## src/rtl/box_filter_image_downscale_macros.svh

```systemverilog
// ----------------------------------------------------------------------------
// Box filter downscale assertion macros
// Shared concurrent assertion forms, clocked on clk, held off during reset.
// ----------------------------------------------------------------------------
`ifndef BOX_FILTER_IMAGE_DOWNSCALE_MACROS_SVH
`define BOX_FILTER_IMAGE_DOWNSCALE_MACROS_SVH

// same-cycle implication
`define BFD_ASSERT_NOW(lbl, ante, cons, msg) \
  lbl: assert property (@(posedge clk) disable iff (!rst_n) (ante) |-> (cons)) \
    else $error(msg);

// next-cycle implication
`define BFD_ASSERT_NEXT(lbl, ante, cons, msg) \
  lbl: assert property (@(posedge clk) disable iff (!rst_n) (ante) |=> (cons)) \
    else $error(msg);

`endif

```

## src/rtl/bfd_pkg.sv

```systemverilog
// ----------------------------------------------------------------------------
// Box filter downscale package
// Widths, types, register codes and the reciprocal table for the divider.
// ----------------------------------------------------------------------------
package bfd_pkg;

  localparam int NCH      = 3;
  localparam int PIX_W    = 8;
  localparam int SUM_W    = 14;
  localparam int SUMS_W   = NCH * SUM_W;
  localparam int FACTOR_W = 4;
  localparam int LW_W     = 11;
  localparam int RECIP_W  = 18;
  localparam int RECIP_SH = 17;

  localparam logic [FACTOR_W-1:0] FACTOR_MAX = 4'd8;
  localparam logic [FACTOR_W-1:0] FACTOR_RST = 4'd2;
  localparam logic [LW_W-1:0]     LW_RST     = 11'd320;

  typedef logic [PIX_W-1:0]              pix_t;
  typedef logic [SUM_W-1:0]              sum_t;
  typedef logic [NCH-1:0][PIX_W-1:0]     pixs_t;
  typedef logic [NCH-1:0][SUM_W-1:0]     sums_t;
  typedef logic [RECIP_W-1:0]            recip_t;
  typedef logic [FACTOR_W-1:0]           factor_t;
  typedef logic [LW_W-1:0]               lw_t;

  typedef enum logic {
    REG_FACTOR     = 1'b0,
    REG_LINE_WIDTH = 1'b1
  } reg_idx_t;

  typedef struct packed {
    logic active;
    logic first;
    logic emit;
    logic row_end;
  } pos_ctl_t;

  // ceil(2^17 / f); exact floor division for dividends below 2^14
  function automatic recip_t recip_f(input factor_t f);
    recip_t r;
    unique case (f)
      4'd1:    r = 18'd131072;
      4'd2:    r = 18'd65536;
      4'd3:    r = 18'd43691;
      4'd4:    r = 18'd32768;
      4'd5:    r = 18'd26215;
      4'd6:    r = 18'd21846;
      4'd7:    r = 18'd18725;
      4'd8:    r = 18'd16384;
      default: r = 18'd131072;
    endcase
    return r;
  endfunction

endpackage

```

## src/rtl/bfd_div.sv

```systemverilog
// ----------------------------------------------------------------------------
// Block average divider
// Divides three channel sums by factor squared as two reciprocal
// multiplications by 1/factor, with the result held in the output register.
// ----------------------------------------------------------------------------
module bfd_div
  import bfd_pkg::*;
(
  input  logic    clk,
  input  logic    rst_n,
  input  factor_t f_eff,
  input  logic    i_valid,
  output logic    i_ready,
  input  sums_t   i_sums,
  input  logic    i_row_end,
  output logic    o_valid,
  input  logic    o_stall,
  output pixs_t   o_pix,
  output logic    o_row_end
);

  localparam int PW = SUM_W + RECIP_W;

  logic   s1_v_r, s2_v_r, o_v_r;
  sums_t  s1_sum_r, s2_q_r;
  logic   s1_rend_r, s2_rend_r, o_rend_r;
  pixs_t  o_pix_r;

  logic   o_free, s2_free, s1_free;
  recip_t recip;
  logic [PW-1:0] p1 [NCH];
  logic [PW-1:0] p2 [NCH];
  sums_t  q1;
  pixs_t  q2;

  assign o_free  = !o_v_r || !o_stall;
  assign s2_free = !s2_v_r || o_free;
  assign s1_free = !s1_v_r || s2_free;
  assign i_ready = s1_free;
  assign recip   = recip_f(f_eff);

  always_comb begin
    for (int c = 0; c < NCH; c++) begin
      p1[c] = PW'(s1_sum_r[c]) * PW'(recip);
      p2[c] = PW'(s2_q_r[c]) * PW'(recip);
      q1[c] = SUM_W'(p1[c] >> RECIP_SH);
      q2[c] = PIX_W'(p2[c] >> RECIP_SH);
    end
  end

  always_ff @(posedge clk) begin
    if (!rst_n) begin
      s1_v_r <= 1'b0;
      s2_v_r <= 1'b0;
      o_v_r  <= 1'b0;
    end else begin
      if (s1_free) begin
        s1_v_r <= i_valid;
      end
      if (s2_free) begin
        s2_v_r <= s1_v_r;
      end
      if (o_free) begin
        o_v_r <= s2_v_r;
      end
    end
  end

  always_ff @(posedge clk) begin
    if (i_valid && s1_free) begin
      s1_sum_r  <= i_sums;
      s1_rend_r <= i_row_end;
    end
    if (s1_v_r && s2_free) begin
      s2_q_r    <= q1;
      s2_rend_r <= s1_rend_r;
    end
    if (s2_v_r && o_free) begin
      o_pix_r  <= q2;
      o_rend_r <= s2_rend_r;
    end
  end

  assign o_valid   = o_v_r;
  assign o_pix     = o_pix_r;
  assign o_row_end = o_rend_r;

endmodule

```

## config.mk

```make
export PLATFORM = sky130hd
export DESIGN_NAME = bfd_div
export DESIGN_NICKNAME = d
export VERILOG_FILES = /design/src/rtl/box_filter_image_downscale_macros.svh /design/src/rtl/bfd_pkg.sv /design/src/rtl/bfd_div.sv
export SDC_FILE = /design/constraint.sdc
export NUM_CORES = 2
export LEC_CHECK = 0
export BUFFER_PORTS_ARGS = -buffer_cell sky130_fd_sc_hd__buf_2
export CORE_ASPECT_RATIO = 0.6
export CORE_UTILIZATION = 61
export CTS_BUF_LIST = sky130_fd_sc_hd__clkbuf_2 sky130_fd_sc_hd__clkbuf_4 sky130_fd_sc_hd__clkbuf_8
export DETAILED_ROUTE_END_ITERATION = 8
export GPL_ROUTABILITY_DRIVEN = 1
export HOLD_SLACK_MARGIN = 0.1
export MAX_ROUTING_LAYER = met4
export PLACE_DENSITY_LB_ADDON = 0.08
export SYNTH_ARGS = -nofsm -noshare
export SYNTH_HDL_FRONTEND = slang
export SYNTH_SLANG_ARGS = --single-unit
```

## constraint.sdc

```tcl
create_clock -name clk -period 8.8 [get_ports clk]
set_clock_uncertainty 0.1 [all_clocks]
set_input_delay 1.76 -clock clk [delete_from_list [all_inputs] [get_ports clk]]
set_output_delay 1.76 -clock clk [all_outputs]
set_load 0.05 [all_outputs]
```

# After elaboration in Yosys (flattened, before gate mapping)
# Memories as Yosys holds them, arrays and structs flattened.
# Index checks and enable logic that the tools add are counted.
dict set report op_classes {
  n_reduce_logical 10
  multipliers 6
}
# op n
set op_table {}
lappend op_table {{multiplier 14 x 18 -> 31 bit} 3}
lappend op_table {{multiplier 14 x 18 -> 25 bit} 3}
lappend op_table {{zero test 1 bit} 4}
lappend op_table {{logical AND 1 bit} 3}
lappend op_table {{logical OR 1 bit} 3}
dict set report totals {
  inputBits 51
  rom_bits 288
  wordCells 32
  mem_count 1
  output_inout_bits 27
  regBits 114
}
# name words word_bits rd rd_ports_with_merged_regs write_ports line
set memory_table {}
lappend memory_table {{(no name shown)} 16 18 1 0 0 bfd_pkg.sv:43} ;# unique case (f)

# Logic depth before layout (Yosys ltp)
dict set report logic_depth {
  word_depth 5
  depth_mapped 30
}

# Least setup slack after synthesis
# No wires, ideal clock.
dict set report synth_path {
  kind {input-to-reg}
  startpoint {in f_eff[1]}
  endpoint {reg s2_q_r[8] (netlist name), data pin}
  setup_ps 258
  path_stages 29
  setup_slack_ps 56
  required_time_ps 8442
  arrival_ps 8386
  cell_sequence {clkbuf_1 -> inv_1 -> ha_1 -> and2_1 -> clkbuf_1 -> clkbuf_1 -> buf_1 -> nand2_1 -> fa_1 -> fa_1 -> inv_1 -> fa_1 -> inv_1 -> fa_1 -> inv_1 -> fa_1 -> inv_1 -> fa_1 -> inv_1 -> ha_1 -> a21oi_1 -> o21bai_1 -> o311a_1 -> a311oi_2 -> o21ai_2 -> a21oi_1 -> o21bai_2 -> a21oi_1 -> xnor2_1}
}
# element line
set synth_lines {}
lappend synth_lines {{from (decl)} bfd_div.sv:11} ;# input factor_t f_eff,
lappend synth_lines {{to (signal assigned)} bfd_div.sv:75} ;# s2_q_r <= q1;
lappend synth_lines {{to (decl)} bfd_div.sv:25} ;# sums_t s1_sum_r, s2_q_r;

==> flow_metrics.py <==
metrics = {
    "run_status": {
        "status": "finished clean",
    },
    "pwr": {
        "power-per-cell-area_nw_per_um2": 150,
        "p_int_w": 0.00344,
        "combPwrFrac_pct": 75.6,
        "seq_power_share_pct": 16.2,
        "finalPower_w": 0.00719,
        "pwr-share-clk_pct": 8.2,
        "p_leak_nw": 26.6,
        "switching_share_pct": 52.2,
        "p_sw_w": 0.00376,
        "peakVddDrop_uv": 226,
    },
    "timing": {
        "min_period_ns": 8.45,
        "holdWs_ns": 0.330,
        "period_share_pct": 96.0,
        "finalMaxSlewViolations": 0,
        "relSlewSlack_pct": 3.90,
        "setup_viol": 0,
        "fmax_mhz": 118,
        "hold_violations": 0,
        "rsz0062_at_grt": "no",
        "worst_slew_pin_slew_ns": 1.44,
    },
    "yosys": {
        "ys_seq_elements": 114,
        "ys_warn_count": 0,
        "yosysSeqAreaShare_pct": 7.61,
        "synth_area_um2": 44600,
        "synth_edf_count": 111,
        "ys_types": 70,
        "ys_async_sr_fraction_pct": 0,
        "postSynthNetCount": 6335,
        "postSynthCellCount": 4755,
        "avgSynthCellArea_um2": 9.37,
        "synth_flop_cell": "edfxtp_1",
    },
    "detailed_routing": {
        "drt_iter0_drc": 2428,
        "num_vias": 31200,
        "drc": 0,
        "routedWlPerCell_um": 20.9,
        "ant_nets": 0,
        "routed-wl-met2_um": 46200,
        "route.met3.wl_um": 18300,
        "first_pass_iters": 5,
        "top_layer": "met4",
        "wl_um": 123000,
        "wl_met1_um": 56300,
        "vias_per_cell": 5.32,
    },
    "global_routing": {
        "grt_pass1_wl_um": 198000,
        "grt_util_all_layers_pct": 37.4,
        "overflow": 0,
        "grt_start_max_net_pins": 43,
        "grt_pass1_vias": 33800,
        "antenna_found_initial": 2,
    },
    "floorplanning": {
        "die_x_um": 351,
        "die-area_um2": 74200,
        "core_area_um2": 72000,
        "die-height_um": 211,
        "io_pins": 78,
        "initial_core_util_pct": 61.9,
        "rows": 76,
    },
    "place": {
        "routabilityCongestion": 1.01,
        "io_buffers": 77,
        "dp_hpwl_um": 104000,
    },
    "clocking": {
        "cts-root-buf": "clkbuf_8",
        "cts_sinks": 114,
        "numCtsBuffers": 17,
        "clock_path_buffers": 2,
        "cts_resized": 0,
        "cts_setup_buffers": 0,
        "worstSkewPairLatency_ns": 0.58,
        "cts_tree": "built",
        "h-tree-depth": 4,
        "cts.hold.buffers_added": 0,
        "clk_pin_slew_ns": 0.10,
    },
    "run": {
        "cap_violations": 0,
    },
    "min_path": {
        "min_delay_worst_endpoint": "s2_rend_r",
        "min_path_cells": 0,
        "worstHoldStart": "s1_rend_r",
        "hp-class": "register to register",
    },
    "critical_path": {
        "r2r_end": "s2_q_r[8]",
        "r2r-start": "s1_sum_r[5]",
        "endpoint_kind": "register",
        "critPathKind": "input pin to register",
        "path_max_fanout": 13,
        "cp-start-kind": "input pin",
        "r2r_slack_ns": 1.60,
        "cp_data_arrival_time_ns": 8.65,
        "r2r_cells": 21,
        "critPathRequiredTime_ns": 9.01,
    },
    "final_layout": {
        "layout-drive-gt1-share_pct": 7.34,
        "final_net_count": 6446,
        "area_growth_pct": 7.38,
    },
}
## critical path, cell delays in order
cell,delay (ns)
buf_2,0.15
inv_1,0.09
ha_1,0.38
and2_4,0.25
buf_12,0.17
buf_12,0.15
nand2_1,0.11
fa_1,0.52
fa_1,0.54
inv_1,0.07
fa_1,0.50
inv_1,0.05
fa_1,0.53
inv_1,0.05
fa_1,0.53
fa_1,0.43
ha_1,0.30
a21oi_1,0.28
nor2b_1,0.19
a311oi_1,0.08
buf_4,0.20
buf_4,0.13
o311ai_0,0.57
a21boi_1,0.18
o21a_1,0.22
nor2_1,0.11
xnor2_1,0.08
## stage by stage
step / worst slack, ns / TNS [ns] / util [%] / area [µm²] / std cells
2_1_floorplan: 0.0563 / 0 / - / 44600 / 4755
3_3_place_gp: -0.101 / -0.163 / 65.9 / 47400 / 5822
3_5_place_dp: -0.139 / -0.311 / 65.9 / 47400 / 5822
4_1_cts: 0.428 / 0 / 66.5 / 47900 / 5854
5_1_grt: 0.100 / 0 / 66.5 / 47900 / 5854
6_report: 0.354 / 0 / 66.5 / 47900 / 5856
## state kept, by name, indices dropped and copies added, names as in the netlist
name,count
s2_rend_r,1
s1_rend_r,1
s2_v_r,1
s2_q_r,42
o_row_end,1
o_valid,1
o_pix,24
s1_v_r,1
s1_sum_r,42
## power by group through the flow
stage	Combinational (W)	Sequential [W]	Clock, W
after floorplan	0.00379	0.00102	0
after global placement	0.00528	0.00116	0
after detailed placement	0.00532	0.00116	0
after CTS	0.00542	0.00115	0.000605
after global routing	0.00622	0.00118	0.000622
final	0.00544	0.00117	0.000590
## how the worst max path moves through the flow
stage	start	endpoint	slack, ns	cells after the start
after floorplan	f_eff[1]	s2_q_r[8]	0.06	29
after global placement	f_eff[1]	s2_q_r[32]	-0.10	27
after detailed placement	f_eff[0]	s2_q_r[32]	-0.14	27
after CTS	f_eff[1]	s2_q_r[32]	0.43	27
after global routing	f_eff[1]	s2_q_r[8]	0.10	27
final	f_eff[1]	s2_q_r[32]	0.35	27
## metal layers
metal | track usage [%] | vias up
met5 | - | -
met4 | 6.55 | 0
met3 | 16.0 | 98
met2 | 46.2 | 1552
met1 | 56.4 | 15500
li1 | - | 14100
## layout by cell type, fill, tap and decap left out, drive strengths merged, types with 18 or more instances in the layout
| cell type | netlist | final |
|---|---|---|
| nand4 | 18 | 18 |
| buf | 7 | 286 |
| a21o | 31 | 31 |
| nand2 | 658 | 658 |
| edfxtp | 111 | 111 |
| and3 | 100 | 100 |
| a21oi | 63 | 63 |
| xnor2 | 88 | 88 |
| nor3 | 27 | 27 |
| fa | 1062 | 1062 |
| and2 | 283 | 283 |
| nor2 | 59 | 59 |
| xor2 | 24 | 24 |
| inv | 1392 | 1396 |
| ha | 467 | 467 |
| o21ai | 39 | 39 |
## final cells by class
cell class / instances / area (µm²)
multi-input cells: 3055 / 35300
fillers: 6030 / 24100
inverters: 1392 / 5230
flip-flops and latches: 114 / 3390
repair buffers: 286 / 2280
well taps: 975 / 1220
clock buffers: 17 / 234
clock inverters: 15 / 181
diodes: 2 / 5.00
## synthesized netlist by cell type (18+ instances only)
cell type | n | area share, %
inv_1 | 1392 | 12
fa_1 | 1062 | 48
nand2_1 | 658 | 5.5
ha_1 | 467 | 13
and2_1 | 283 | 4.0
clkbuf_1 | 186 | 1.6
edfxtp_1 | 111 | 7.5
and3_1 | 100 | 1.4
xnor2_1 | 88 | 1.7
a21oi_1 | 60 | 0.67
nor2_1 | 59 | 0.50
o21ai_0 | 36 | 0.40
a21o_1 | 31 | 0.52
nor3_1 | 26 | 0.29
xor2_1 | 24 | 0.47
nand4_1 | 18 | 0.25
## kinds of logic after synthesis
logic type | count (synthesis) | share of synthesized area, %
muxes | 2 | 0.0449
xor gates and xnor gates | 112 | 2.20
AOI/OAI and AO/OA | 203 | 3.06
DFF | 114 | 7.61
buffers and inverters | 1586 | 13.4
adders and majority gates | 1529 | 60.8
and+or+nand+nor | 1209 | 12.9
Power figures use the tool's default switching activity.
