## config.mk

```make
export PLATFORM = sky130hd
export DESIGN_NAME = bfd_pos
export DESIGN_NICKNAME = d
export VERILOG_FILES = /design/src/rtl/box_filter_image_downscale_macros.svh /design/src/rtl/bfd_pkg.sv /design/src/rtl/bfd_pos.sv
export SDC_FILE = /design/constraint.sdc
export NUM_CORES = 1
export LEC_CHECK = 0
export ABC_AREA = 1
export BUFFER_PORTS_ARGS = -buffer_cell sky130_fd_sc_hd__buf_2
export CAP_MARGIN = 20
export CORE_MARGIN = 2
export CORE_UTILIZATION = 45
export DETAILED_ROUTE_END_ITERATION = 6
export SKIP_CTS_REPAIR_TIMING = 1
export SYNTH_ARGS = -nofsm -noshare
export SYNTH_HDL_FRONTEND = slang
export SYNTH_SLANG_ARGS = --single-unit
```

## constraint.sdc

```tcl
create_clock -name clk -period 11.75 [get_ports clk]
set_input_delay 2.35 -clock clk [delete_from_list [all_inputs] [get_ports clk]]
set_output_delay 2.35 -clock clk [all_outputs]
set_load 0.005 [all_outputs]
```

## src/rtl/box_filter_image_downscale_macros.svh

```systemverilog
// ----------------------------------------------------------------------------
// Box filter downscale assertion macros
// Shared concurrent assertion forms, clocked on clk, held off during reset.
// ----------------------------------------------------------------------------
`ifndef BOX_FILTER_IMAGE_DOWNSCALE_MACROS_SVH
`define BOX_FILTER_IMAGE_DOWNSCALE_MACROS_SVH

// same-cycle implication
`define BFD_ASSERT_NOW(lbl, ante, cons, msg) \
  lbl: assert property (@(posedge clk) disable iff (!rst_n) (ante) |-> (cons)) \
    else $error(msg);

// next-cycle implication
`define BFD_ASSERT_NEXT(lbl, ante, cons, msg) \
  lbl: assert property (@(posedge clk) disable iff (!rst_n) (ante) |=> (cons)) \
    else $error(msg);

`endif

```

## src/rtl/bfd_pkg.sv

```systemverilog
// ----------------------------------------------------------------------------
// Box filter downscale package
// Widths, types, register codes and the reciprocal table for the divider.
// ----------------------------------------------------------------------------
package bfd_pkg;

  localparam int NCH      = 3;
  localparam int PIX_W    = 8;
  localparam int SUM_W    = 14;
  localparam int SUMS_W   = NCH * SUM_W;
  localparam int FACTOR_W = 4;
  localparam int LW_W     = 11;
  localparam int RECIP_W  = 18;
  localparam int RECIP_SH = 17;

  localparam logic [FACTOR_W-1:0] FACTOR_MAX = 4'd8;
  localparam logic [FACTOR_W-1:0] FACTOR_RST = 4'd2;
  localparam logic [LW_W-1:0]     LW_RST     = 11'd320;

  typedef logic [PIX_W-1:0]              pix_t;
  typedef logic [SUM_W-1:0]              sum_t;
  typedef logic [NCH-1:0][PIX_W-1:0]     pixs_t;
  typedef logic [NCH-1:0][SUM_W-1:0]     sums_t;
  typedef logic [RECIP_W-1:0]            recip_t;
  typedef logic [FACTOR_W-1:0]           factor_t;
  typedef logic [LW_W-1:0]               lw_t;

  typedef enum logic {
    REG_FACTOR     = 1'b0,
    REG_LINE_WIDTH = 1'b1
  } reg_idx_t;

  typedef struct packed {
    logic active;
    logic first;
    logic emit;
    logic row_end;
  } pos_ctl_t;

  // ceil(2^17 / f); exact floor division for dividends below 2^14
  function automatic recip_t recip_f(input factor_t f);
    recip_t r;
    unique case (f)
      4'd1:    r = 18'd131072;
      4'd2:    r = 18'd65536;
      4'd3:    r = 18'd43691;
      4'd4:    r = 18'd32768;
      4'd5:    r = 18'd26215;
      4'd6:    r = 18'd21846;
      4'd7:    r = 18'd18725;
      4'd8:    r = 18'd16384;
      default: r = 18'd131072;
    endcase
    return r;
  endfunction

endpackage

```

## src/rtl/bfd_pos.sv

```systemverilog
// ----------------------------------------------------------------------------
// Position tracker
// Raster position counters, block geometry from the registers, and the
// per-item control flags and sum address.
// ----------------------------------------------------------------------------
module bfd_pos
  import bfd_pkg::*;
#(
  parameter int MAX_LINE_WIDTH = 1024,
  parameter int AW             = 10
) (
  input  logic          clk,
  input  logic          rst_n,
  input  factor_t       cfg_factor,
  input  lw_t           cfg_line_width,
  input  logic          step,
  input  logic          frame_start,
  output factor_t       f_eff,
  output logic [AW-1:0] addr,
  output pos_ctl_t      ctl
);

  localparam int CW = AW + 1;
  localparam int MW = (CW > LW_W) ? CW : LW_W;

  logic [CW-1:0] lw_eff;
  logic [MW-1:0] lw_ext;
  logic [CW+RECIP_W-1:0] bl_prod;
  logic [CW+FACTOR_W-1:0] bf_prod;

  logic [CW-1:0] bl_r, bf_r;
  logic [AW-1:0] ic_r, oc_r, ic_nxt, oc_nxt;
  logic [2:0]    rib_r, cib_r, rib_nxt, cib_nxt;

  logic [AW-1:0] ic0, oc0, ic1, oc1, oc3;
  logic [2:0]    rib0, cib0, cib1, rib2, cib2, cib3;
  logic [3:0]    rib1, cib_inc, rib_inc;
  logic [CW-1:0] ic_inc;
  logic          row_wrap;

  always_comb begin
    priority if (cfg_factor == '0) begin
      f_eff = 4'd1;
    end else if (cfg_factor > FACTOR_MAX) begin
      f_eff = FACTOR_MAX;
    end else begin
      f_eff = cfg_factor;
    end
  end

  always_comb begin
    lw_ext = MW'(cfg_line_width);
    priority if (cfg_line_width == '0) begin
      lw_eff = CW'(1);
    end else if (lw_ext > MW'(MAX_LINE_WIDTH)) begin
      lw_eff = CW'(MAX_LINE_WIDTH);
    end else begin
      lw_eff = CW'(cfg_line_width);
    end
  end

  assign bl_prod = (CW+RECIP_W)'(lw_eff) * (CW+RECIP_W)'(recip_f(f_eff));
  assign bf_prod = (CW+FACTOR_W)'(bl_r) * (CW+FACTOR_W)'(f_eff);

  // block count and covered width, registered in turn: bl_r, then bf_r from bl_r
  always_ff @(posedge clk) begin
    bl_r <= CW'(bl_prod >> RECIP_SH);
    bf_r <= CW'(bf_prod);
  end

  always_comb begin
    ic0  = frame_start ? '0 : ic_r;
    oc0  = frame_start ? '0 : oc_r;
    rib0 = frame_start ? '0 : rib_r;
    cib0 = frame_start ? '0 : cib_r;

    row_wrap = {1'b0, ic0} >= lw_eff;
    ic1  = row_wrap ? '0 : ic0;
    oc1  = row_wrap ? '0 : oc0;
    cib1 = row_wrap ? '0 : cib0;
    rib1 = row_wrap ? {1'b0, rib0} + 4'd1 : {1'b0, rib0};

    rib2 = (rib1 >= f_eff) ? '0 : rib1[2:0];
    cib2 = ({1'b0, cib1} >= f_eff) ? '0 : cib1;

    ctl.active  = ({1'b0, ic1} < bf_r) && ({1'b0, oc1} < bl_r);
    ctl.first   = (rib2 == '0) && (cib2 == '0);
    ctl.emit    = ({1'b0, rib2} == f_eff - 4'd1) && ({1'b0, cib2} == f_eff - 4'd1);
    ctl.row_end = ({1'b0, oc1} + CW'(1)) == bl_r;
    addr        = oc1;

    cib_inc = {1'b0, cib2} + 4'd1;
    cib3    = cib2;
    oc3     = oc1;
    if (ctl.active) begin
      if (cib_inc >= f_eff) begin
        cib3 = '0;
        oc3  = oc1 + AW'(1);
      end else begin
        cib3 = cib_inc[2:0];
      end
    end

    ic_inc  = {1'b0, ic1} + CW'(1);
    rib_inc = {1'b0, rib2} + 4'd1;
    if (ic_inc >= lw_eff) begin
      ic_nxt  = '0;
      oc_nxt  = '0;
      cib_nxt = '0;
      rib_nxt = (rib_inc >= f_eff) ? '0 : rib_inc[2:0];
    end else begin
      ic_nxt  = ic_inc[AW-1:0];
      oc_nxt  = oc3;
      cib_nxt = cib3;
      rib_nxt = rib2;
    end
  end

  always_ff @(posedge clk) begin
    if (!rst_n) begin
      ic_r  <= '0;
      oc_r  <= '0;
      rib_r <= '0;
      cib_r <= '0;
    end else if (step) begin
      ic_r  <= ic_nxt;
      oc_r  <= oc_nxt;
      rib_r <= rib_nxt;
      cib_r <= cib_nxt;
    end
  end

endmodule

```

# Yosys cells after proc, flatten, opt, wreduce, memory -nomap -nowiden
# Memories as Yosys holds them, arrays and structs flattened.
# Cells that the tools add are included.
# op_classes
add_sub_neg,7
mul,2
div,0
n_lt_le_gt_ge,10
eq_ne,3
shift,0
n_mux,23
bitwise_logic,0
n_reduce_logical,7
# ops
cell,n
10-bit two-way mux,8
3-bit two-way mux,10
11-bit by 18-bit multiplier with 28-bit output,1
10-bit by 1-bit adder with 11-bit output (second input constant),2
10-bit by 11-bit < comparator with 1-bit output,2
11-bit two-way mux,2
3-bit by 1-bit adder with 4-bit output (second input constant),3
4-bit >= comparator,3
4-bit two-way mux,3
11-bit == test,1
10-bit by 11-bit >= comparator with 1-bit output,1
11-bit >= comparator,1
11-bit > comparator (second input constant),1
11-bit zero test,1
11-bit by 4-bit multiplier with 11-bit output,1
10-bit by 1-bit adder with 10-bit output (second input constant),1
3-bit by 4-bit == test with 1-bit output,2
3-bit zero test,2
3-bit by 4-bit >= comparator with 1-bit output,1
4-bit > comparator (second input constant),1
4-bit zero test,1
4-bit by 1-bit subtractor with 4-bit output (second input constant),1
1-bit logical AND,3
# totals
ff_bits,48
latch_bits,0
mem_bits_rw,0
rom_bits,288
out_inout_bits,18
elab_cells,59
n_memories,1
# memory_table
memory,depth,width,read_ports,rd_ports_with_merged_regs,write_ports,line_no,source
(no name shown),16,18,1,0,0,bfd_pkg.sv:43,unique case (f)

# Depth between registers and ports, before layout
# depth
depth_word,12
ltp_mapped,42

# Worst setup path after synthesis
# Ideal clock, no wire load.
# synth_path
path_kind,input port to flip-flop
startpoint,input port cfg_factor[2]
endpoint,register bl_r[6]
setup_ns,0.120
arrival_time_ns,8.375
required_time_ns,11.630
path_slack_ns,3.255
cell_stages,30
path_cell_list,inv_1 > nand2_1 > a21oi_1 > ha_1 > nand2_2 > nor2_1 > inv_1 > o21ai_0 > clkinv_1 > nor2_1 > inv_1 > fa_1 > inv_1 > fa_1 > fa_1 > fa_1 > inv_1 > fa_1 > inv_1 > ha_1 > nand2_1 > nor2_1 > nand2_1 > inv_1 > nand2_1 > nor2_1 > a2111oi_0 > o21ai_0 > nand2_1 > nand2_1
# synth_via
elab_chain_cells,5
# synth_lines
element,line_no,source
from (decl),bfd_pos.sv:14,"input factor_t cfg_factor,"
4-bit > comparator,bfd_pos.sv:44,end else if (cfg_factor > FACTOR_MAX) begin
4-bit two-way mux,bfd_pos.sv:44,
4-bit two-way mux *,bfd_pos.sv:42,priority if (cfg_factor == '0) begin
net f_eff[0],bfd_pos.sv:18,"output factor_t f_eff,"
memory read 16 x 18 bit *,--,
11-bit by 18-bit multiplier with 28-bit output *,bfd_pos.sv:62,assign bl_prod = (CW+RECIP_W)'(lw_eff) * (CW+RECIP_W)'(recip_f(f_eff));
net bl_prod[23],bfd_pos.sv:28,logic [CW+RECIP_W-1:0] bl_prod;
to (signal assigned),bfd_pos.sv:67,bl_r <= CW'(bl_prod >> RECIP_SH);
to (decl),bfd_pos.sv:31,"logic [CW-1:0] bl_r, bf_r;"
# Mark *: on every way through the listed nets, which the timed path passes. The rest lies on a longest branch.
# A chain may end at the register's enable or synchronous reset.

==> impl_metrics.json <==
{
  "portBuffers": 36,
  "wirelength_um": 32890,
  "synth_area_um2": 11300,
  "synthCells": 1608,
  "grt_remaining_overflow": 0,
  "n_fill_cell": 2551,
  "slowest_stage": "nor2_2",
  "slowest_delay_ns": 0.76,
  "grtUsageTotal_pct": 26.63,
  "via_per_inst": 5.114,
  "peakVddDrop_uv": 59.66,
  "post-dp-hpwl_um": 27950,
  "dr.pass1.iters": 6,
  "crit_chain": "buf_2, nor2_1, nand3_1, nor2_1, nand2_1, nand2_1, inv_1, nor2_1, clkinv_1, ha_1, nand2_1, nand2_1, a21oi_1, nand2_1, nor2_2, nand2_1, inv_1, ha_1, a21oi_1, o21ai_0, a221oi_1, nand3_2, inv_1, buf_2",
  "drtIter0Drc": 748,
  "die_w_um": 162.4,
  "status": "finished clean",
  "dp_cells": 1950,
  "io_pins": 37,
  "ys_types": 46,
  "grt_pass1_wl_um": 54690,
  "finalSetupViolations": 0,
  "syn_to_final_growth_pct": 5.948,
  "ys_warn_count": 0,
  "drc_errors": 0,
  "holdPathStages": 2,
  "synth-seq-cells": 48,
  "synth_seq_area_share_pct": 8.506,
  "cap_violations": 0,
  "cp.required_ns": 9.40,
  "hold_path_class": "flop to flop",
  "slew_headroom_pct": 31.73,
  "rows": 57,
  "cpLargestDelayFamily": "simple AND/OR/NAND/NOR gates",
  "clockBufferDepth": 2,
  "reg2regPathDepth": 28,
  "startpoint_type": "primary input",
  "syn_nets": 1924,
  "cts_tree": "built",
  "min_period_ns": 10.30,
  "syn_avg_cell_area_um2": 7.026,
  "max_freq_mhz": 97.12,
  "worst_pin_slew_ns": 1.023,
  "grt_max_degree": 27,
  "powerDensity_nw_per_um2": 67.27,
  "path_common_cell": "nand2_1",
  "rsz0062_at_grt": "false",
  "crit_fanout": 20,
  "synth-edff-count": 0,
  "final.setup.tns_ns": 0,
  "ys.flop_type": "dfxtp_1",
  "n_antenna_cell": 0,
  "hold_viol_final": 0,
  "routedWlPerCell_um": 16.80,
  "fp.dieH_um": 162.4,
  "vias": 10010,
  "path_buf_inv": 6,
  "end_kind": "primary output",
  "antenna_found_initial": 0,
  "cts_buffers": 5,
  "final_layout_size_suffix_gt1_share_pct": 5.324,
  "cts_sinks": 48,
  "min_period_over_period_pct": 87.63,
  "worstPathArrival_ns": 7.95,
  "maxSlewViolCount": 0,
  "finClkSkew_ns": 0.01630,
  "worstSetupPathType": "primary input to primary output",
  "ctsHtreeMaxLevel": 2,
  "nets": 1949,
  "start_util_pct": 46.18,
  "root_buffer": "clkbuf_16",
  "grt_pass1_vias": 10260,
  "async_flop_share_pct": 0,
  "leakagePower_nw": 6.505,
  "gp_congestion": 0.9797,
  "cts.clk_slew.worst_paths_ns": 0.08,
  "core_um2": 24460,
  "die_area_um2": 26390,
  "clock_latency_ns": 0.31,
  "postRouteAntennaNets": 0,
  "path_depth": 24,
  "final_cells": 1958
}
## final timing paths
kind / start / endpoint / slack, ns
worst max-delay path: cfg_line_width[1] / ctl[3] / 1.45
worst min-delay path: ic_r[8]$_SDFFE_PN0P_ / ic_r[8]$_SDFFE_PN0P_ / 0.47
worst max register to register: ic_r[6]$_SDFFE_PN0P_ / cib_r[0]$_SDFFE_PN0P_ / 5.66
worst min register to register: ic_r[8]$_SDFFE_PN0P_ / ic_r[8]$_SDFFE_PN0P_ / 0.47
## placed cells by master (no fill, tap or decap), types with 3 or more instances in the layout
cell type	instances
inv_1	388
nand2_1	338
nor2_1	204
fa_1	154
ha_1	143
a21oi_1	79
nand3_1	59
dfxtp_1	48
buf_2	36
o21ai_0	26
xor2_1	20
nor3_1	15
nand4_1	15
inv_2	11
o21ai_1	11
clkinv_1	9
nor2_2	7
xnor2_1	7
nor3_2	5
a31oi_1	5
clkbuf_16	5
nor2_4	4
o21a_1	4
o21bai_1	3
nand2_2	3
o22ai_1	3
nor4_1	3
o211ai_1	3
buf_4	3
## flip-flops by register name, indices dropped and copies added (netlist names)
name	flops
rib_r	3
cib_r	3
ic_r	10
bf_r	11
bl_r	11
oc_r	10
## final cells by class
| class | instances | area (µm²) | share of cell area, % |
|---|---|---|---|
| multi-input cells | 1131 | 8697 | 72.66 |
| repair buffers | 39 | 202.7 | 1.693 |
| inverters | 408 | 1531 | 12.80 |
| clock inverters | 3 | 46.29 | 0.3868 |
| flip-flops and latches | 48 | 960.9 | 8.028 |
| clock buffers | 5 | 125.1 | 1.045 |
| well taps | 324 | 405.4 | 3.387 |
## worst min-delay path, stage by stage (launching register included)
cell	delay (ns)
dfxtp_1	0.32
nand2_1	0.06
a21oi_1	0.05
## cell usage after synthesis, types with 2 or more instances
cell type,number,area share (%)
nor2_4,4,0.40
dfxtp_1,48,8.5
nand4_2,2,0.22
o21bai_1,3,0.20
buf_2,2,0.089
o21ai_2,2,0.16
xnor2_1,7,0.54
nand3_1,59,2.6
o22ai_1,3,0.17
o221ai_1,2,0.16
clkbuf_1,11,0.37
clkinv_1,9,0.30
buf_6,3,0.30
nor2_1,204,6.8
nor3_1,15,0.66
nor4_1,3,0.17
a31oi_1,5,0.28
o21ai_0,26,1.2
fa_1,154,27
o21a_1,4,0.27
nand3_2,2,0.18
nand2_1,338,11
inv_2,11,0.37
nand4_1,15,0.83
nor2_2,7,0.39
a21oi_1,79,3.5
o21ai_1,11,0.49
inv_1,388,13
nand2_2,3,0.17
nor3_2,5,0.44
xor2_1,20,1.6
ha_1,143,16
buf_1,4,0.13
o211ai_1,3,0.20
nor3_4,2,0.29
## cells by family after synthesis
group | share of synthesized area (%)
AOI/OAI and AO/OA | 7.099
xor gates and xnor gates | 2.237
adders and majority gates | 43.13
buffers and inverters | 14.51
DFF | 8.506
and+or+nand+nor | 24.52
## routing by layer
layer | wire (µm) | part of all wire (%) | vias to the layer above | global-route usage (%)
li1 | - | - | 4920 | -
met1 | 14090 | 43 | 4691 | 34.92
met2 | 15840 | 48 | 334 | 45.98
met3 | 1808 | 5.5 | 69 | 2.674
met4 | 1151 | 3.5 | 0 | 9.212
met5 | 0 | 0 | - | 0
## report_power, final
group	leakage (nW)	switching [mW]	internal, mW	total [mW]
combinational	6.03	0.269	0.141	0.411
clock	0.0804	0.0774	0.102	0.179
sequential	0.394	0.0223	0.193	0.215
## through the flow
stage	hold slack, ns	total power [mW]	utilization (%)	instance area (µm²)	setup slack [ns]
3_3_place_gp	0.4528	0.6250	48.23	11800	1.623
3_5_place_dp	0.4588	0.6292	48.23	11800	1.571
5_1_grt	0.4850	0.8840	48.93	11970	0.9913
2_1_floorplan	0.4453	0.5115	-	11300	3.255
6_report	0.4675	0.8051	48.93	11970	1.453
4_1_cts	0.4695	0.8101	48.93	11970	1.537
Note: power is estimated with default switching activity, not from simulation.
